[config.mk]
export PLATFORM = sky130hd
export DESIGN_NAME = bws_mod_unit
export DESIGN_NICKNAME = d
export VERILOG_FILES = /design/src/rtl/bws_pkg.sv /design/src/rtl/bws_mod_unit.sv
export SDC_FILE = /design/constraint.sdc
export NUM_CORES = 1
export LEC_CHECK = 0
export BUFFER_PORTS_ARGS = -buffer_cell sky130_fd_sc_hd__buf_2
export CAP_MARGIN = 10
export CORE_MARGIN = 10
export CORE_UTILIZATION = 59
export DETAILED_ROUTE_END_ITERATION = 8
export PLACE_DENSITY = 0.83
export SYNTH_ARGS = -nofsm -noshare
export SYNTH_HDL_FRONTEND = slang
export SYNTH_SLANG_ARGS = --single-unit
export TNS_END_PERCENT = 50
[constraint.sdc]
create_clock -name clk_i -period 3.2 [get_ports clk_i]
set_clock_uncertainty 0.1 [all_clocks]
set_input_delay 0.64 -clock clk_i [delete_from_list [all_inputs] [get_ports clk_i]]
set_output_delay 0.64 -clock clk_i [all_outputs]
set_load 0.03 [all_outputs]
[src/rtl/bws_pkg.sv]
// Shared types, constants and the luma function of the brightest window search.
package bws_pkg;

  localparam int MaxWindow  = 64;
  localparam int MaxWidth   = 2048;
  localparam int MaxHeight  = 2048;

  localparam int PixW       = 8;
  localparam int LumaW      = 18;
  localparam int ColSumW    = 24;
  localparam int WinSumW    = 30;
  localparam int CoordW     = 11;
  localparam int WinCfgW    = 7;
  localparam int DimCfgW    = 12;
  localparam int CfgIdxW    = 2;
  localparam int SlotW      = $clog2(MaxWindow);
  localparam int LineAddrW  = SlotW + CoordW;
  localparam int QueueDepth = 4;
  localparam int QueuePtrW  = $clog2(QueueDepth);
  localparam int QueueCntW  = $clog2(QueueDepth + 1);

  localparam logic [WinCfgW-1:0] WindowSizeRst  = WinCfgW'(8);
  localparam logic [DimCfgW-1:0] ImageWidthRst  = DimCfgW'(640);
  localparam logic [DimCfgW-1:0] ImageHeightRst = DimCfgW'(480);

  localparam logic [LumaW-1:0] LumaWeightR = LumaW'(299);
  localparam logic [LumaW-1:0] LumaWeightG = LumaW'(587);
  localparam logic [LumaW-1:0] LumaWeightB = LumaW'(114);

  typedef enum logic [CfgIdxW-1:0] {
    CfgWindowSize  = 2'd0,
    CfgImageWidth  = 2'd1,
    CfgImageHeight = 2'd2
  } cfg_idx_e;

  typedef struct packed {
    logic [CoordW-1:0]  row;
    logic [CoordW-1:0]  col;
    logic [WinSumW-1:0] sum;
    logic               found;
  } result_t;

  typedef struct packed {
    logic busy;
    logic done;
  } mod_status_t;

  // Luma scaled by 1000; the largest value fits in LumaW bits.
  function automatic logic [LumaW-1:0] luma_of(input logic [PixW-1:0] r,
                                               input logic [PixW-1:0] g,
                                               input logic [PixW-1:0] b);
    return LumaW'(r) * LumaWeightR + LumaW'(g) * LumaWeightG + LumaW'(b) * LumaWeightB;
  endfunction

endpackage

[src/rtl/bws_mod_unit.sv]
// Restoring remainder unit, one quotient bit per cycle, for ring position recompute.
module bws_mod_unit import bws_pkg::*; (
  input  logic                clk_i,
  input  logic                rst_ni,
  input  logic                start_i,
  input  logic [CoordW-1:0]   dividend_i,
  input  logic [WinCfgW-1:0]  divisor_i,
  output mod_status_t         status_o,
  output logic [WinCfgW-1:0]  rem_o
);

  localparam int StepCntW = $clog2(CoordW + 1);

  logic                busy_q, done_q;
  logic [StepCntW-1:0] step_q;
  logic [CoordW-1:0]   dvd_q;
  logic [WinCfgW-1:0]  dvs_q;
  logic [WinCfgW-1:0]  rem_q, rem_d;
  logic [WinCfgW:0]    trial;

  always_comb begin
    trial = {rem_q, dvd_q[CoordW-1]};
    if (trial >= {1'b0, dvs_q}) begin
      rem_d = WinCfgW'(trial - {1'b0, dvs_q});
    end else begin
      rem_d = trial[WinCfgW-1:0];
    end
  end

  always_ff @(posedge clk_i or negedge rst_ni) begin
    if (!rst_ni) begin
      busy_q <= 1'b0;
      done_q <= 1'b0;
      step_q <= '0;
    end else if (start_i) begin
      busy_q <= 1'b1;
      done_q <= 1'b0;
      step_q <= '0;
    end else if (busy_q) begin
      step_q <= step_q + StepCntW'(1);
      if (step_q == StepCntW'(CoordW - 1)) begin
        busy_q <= 1'b0;
        done_q <= 1'b1;
      end
    end else begin
      done_q <= 1'b0;
    end
  end

  always_ff @(posedge clk_i) begin
    if (start_i) begin
      dvd_q <= dividend_i;
      dvs_q <= divisor_i;
      rem_q <= '0;
    end else if (busy_q) begin
      dvd_q <= {dvd_q[CoordW-2:0], 1'b0};
      rem_q <= rem_d;
    end
  end

  assign status_o.busy = busy_q | done_q;
  assign status_o.done = done_q;
  assign rem_o         = rem_q;

endmodule

# == Word level (Yosys, flattened, before mapping) ==
# Index checks and enable logic that the tools add are counted.
# word_totals
input_bits,21
regBits,31
wordCells,24
output_inout_bits,9
# op_classes
mux,11
reduce_logical,1
n_eq_ne,2
bitwise,1
n_lt_le_gt_ge,1
addsub,2
# ops
operator,n
two-way mux 11 bit,2
greater-or-equal comparator 8 x 7 -> 1 bit,1
two-way mux 4 bit,2
two-way mux 7 bit,1
subtractor 7 bit,1
two-way mux 1 bit,6
adder 4 x 1 -> 4 bit (second input constant),1
equality test 4 bit (second input constant),1
!= test 3 x 2 -> 1 bit (second input constant),1
nonzero test 2 bit,1
bitwise OR 1 bit,1

# == Logic depth before layout (Yosys ltp) ==
# depth
word_depth,4
depth_mapped,8
mapped_depth_nobuf,8

# == Least setup slack after synthesis ==
# OpenSTA, ideal clock, no wires.
# synth_path
kind,reg2reg
from,register dvd_q[10]
to,"register rem_q[2], in the netlist rem_o[2]"
arrival_time_ns,1.811
stages_incl_launch_ff,9
path_buffers,0
required_time_ns,3.005
setup_ns,0.095
period_less_slack_ns,2.006
path_slack_ns,1.194
path_cell_list,edfxtp_1 > inv_1 > ha_1 > inv_1 > fa_1 > nand3_1 > a31oi_1 > or4_1 > o311ai_1
# synth_via
elab_chain_len,2
word_cells_on_any_way,3
cone_classes,1 x add/sub; 1 x order compare; 1 x mux
# synth_rtl
item,line,text
start: declaration,bws_mod_unit.sv:16,logic [CoordW-1:0] dvd_q;
start signal: assignment,bws_mod_unit.sv:52,dvd_q <= dividend_i;
start signal: assignment,bws_mod_unit.sv:56,"dvd_q <= {dvd_q[CoordW-2:0], 1'b0};"
subtractor 7 bit or greater-or-equal comparator 8 x 7 -> 1 bit (tied branches),"bws_mod_unit.sv:24, bws_mod_unit.sv:23",
two-way mux 7 bit *,bws_mod_unit.sv:23,"if (trial >= {1'b0, dvs_q}) begin"
end signal: assignment,bws_mod_unit.sv:57,rem_q <= rem_d;
end: declaration,bws_mod_unit.sv:18,"logic [WinCfgW-1:0] rem_q, rem_d;"
# Every way passes the cells marked *; elsewhere a longest branch is shown, timed or not.
# A chain may end at the register's enable or synchronous reset.

==> impl_metrics.ini <==
[global_route]
grt_use_total = 0.135
grt_antenna_before_repair = 0
grt_pass1_vias = 1288
grt_pass1_wl_mm = 5.79
grt-ovfl-total = 0
grt_max_degree = 39

[critical_path]
cp_slowest_cell = dfrtp_1
path_buf_inv = 1
worstSetupPathType = flop to primary output
r2r_cells = 8
path_max_fanout = 22
critPathArrivalTime_ns = 1.54
cp.depth = 2
start_kind = flop
cp_slowest_stage_delay_ns = 0.64
r2r-start = dvd_q[10]
setup.worst_path.start = busy_q
path_cells = or2_2 > buf_2
crit_family = flip-flops
end_kind = primary output
required_ns = 2.46

[place]
gp_congestion = 0.902
hpwl_mm = 2.58
portBuffers = 29

[synth]
synthAdderAreaFrac = 0.0767
synthFlopType = edfxtp_1
syn_area_per_cell_um2 = 11.0
seq_area_frac_synth = 0.480
synthXorXnorAreaFrac = 0.0304
ys_warn_count = 0
synthCells = 157
netlist_area_um2 = 1730
synthSimpleGateAreaFrac = 0.159
synth.distinct_cells = 48
async_flop_share = 0.194
synth_fp_nets = 188
synthMuxAreaShare = 0.0774
synth.ff_latch_count = 31
synth_edf_count = 18
synth-compound-area-share = 0.119
synth_top_family_by_area = simple AND/OR/NAND/NOR gates

[pwr]
power_density_nw_per_um2 = 657
pwr-share-clk = 0.164
power_switching_share = 0.380
p_int_mw = 0.778
power_frac_seq = 0.423
power_switching_mw = 0.477
comb_power_share = 0.413
leakagePower_nw = 0.818
peakVddDrop_mv = 0.497

[cts]
post_cts_resized = 0
cts_setup_buffers = 0
path_clk_slew_ns = 0.08
numCtsBuffers = 5
h-tree-depth = 2
cts.path.max_buffers = 2
root_buffer = clkbuf_4
clkSinkCount = 31
hold_buffers = 0
clk_latency_ns = 0.33
cts_tree = done

[detailed_routing]
avgViaCountPerCell = 5.79
wl_mm = 3.39
vias = 1256
wl_per_cell_um = 15.6
met3_length_um = 207
ant_nets = 0
drt_iter0_drc = 62
met1_length_mm = 1.37
top_layer_used = met4
met2WireLength_mm = 1.75
drc = 0
drt-pass1-iter-count = 4

[sta]
rsz0062_at_grt = no
hold_violations = 0
final.period_utilization = 0.713
final_max_slew_viol_count = 0
fmax_mhz = 438
finalCriticalPeriod_ns = 2.28
slew_headroom = 0.546
finalSetupTns_ns = 0
worst_pin_slew_ns = 0.681
setup_viol = 0

[cells_and_area]
drive_above_1_share = 0.296
syn2layout_area_growth_pct = 10.4
utilization = 0.686
antennaDiodeCount = 0
final_common_cell = buf_2
final_nets = 216
final_cell_mix = buf_2, edfxtp_1, inv_1, nor2_1, mux2_2

[floorplanning]
die_w_um = 74.1
core_um2 = 2780
start_util = 0.622
ioPinCount = 30
die_h_um = 74.1
num_rows = 19
die-area_um2 = 5500

[run]
max-cap-violations = 0

[status]
status = finished clean

[worst_hold_path]
min_path_type = input port to async pin
==> registers in the layout (all words and copies together) (netlist names) <==
signal and cells:
busy_q 1, rem_o 7, done_q 1, dvd_q 11, dvs_q 7, step_q 4
==> final timing paths <==
kind,slack (ns),endpoint
worst max-delay path,0.92,status_o[1]
worst min-delay path,0.02,busy_q
worst max register to register,0.94,rem_o[2]
worst min register to register,0.43,done_q
max in group asynchronous,2.84,step_q[3]
min in group clk_i,0.38,dvs_q[2]
==> power by group through the flow <==
stage | registers [mW] | logic (mW) | clock network (mW)
global placement | 0.534 | 0.497 | 0
floorplan | 0.584 | 0.340 | 0
global route | 0.538 | 0.563 | 0.231
detailed placement | 0.538 | 0.513 | 0
CTS | 0.529 | 0.518 | 0.216
finish | 0.531 | 0.518 | 0.206
==> layout make-up <==
class	count	area, um2
flip-flops and latches	31	831
well taps	31	38.8
clock inverters	2	7.51
inverters	12	45.0
repair buffers	29	145
multi-input cells	106	801
fillers	216	872
clock buffers	6	41.3
==> synthesized netlist by cell type (all sizes together) (2+ instances only) <==
cell	instances	area, um2
a311o	2	20.0
nor2	12	45.0
clkbuf	2	8.75
xnor2	4	35.0
nand4	2	12.5
xor2	2	17.5
and2	2	13.8
edfxtp	18	541
o31ai	2	15.0
dfxtp	7	140
o21ai	6	30.0
a211oi	4	35.0
mux2	11	124
or2	3	18.8
nand3	4	20.0
inv	12	45.0
ha	9	113
a31oi	5	31.3
nand2	10	40.0
nor2b	3	18.8
dfrtp	6	150
buf	6	43.8
a21oi	2	13.8
nor3b	6	45.0
==> stage by stage <==
stage	power, mW	area (um2)	cells	setup WS [ns]	hold slack (ns)
global route	1.33	1910	217	0.837	0.000865
floorplan	0.924	1730	157	1.19	0.244
global placement	1.03	1860	209	1.12	0.365
detailed placement	1.05	1860	209	0.970	0.369
CTS	1.26	1910	217	0.907	0.00203
finish	1.25	1910	217	0.918	0.0180
==> per-layer routing <==
layer / global-route usage / up-vias
met5: 0 / -
met1: 0.149 / 590
li1: - / 625
met4: 0.0683 / 0
met2: 0.223 / 34
met3: 0.0505 / 7
==> cells by family (layout without fill, tap and decap cells) <==
kind of cell / count (synthesis) / in the layout
adders and majority gates: 10 / 10
and+or+nand+nor: 50 / 50
DFF: 31 / 31
buffers and inverters: 20 / 49
AOI/OAI and AO/OA: 28 / 28
muxes: 12 / 12
xor gates and xnor gates: 6 / 6
Note: power is estimated with default switching activity, not from simulation.
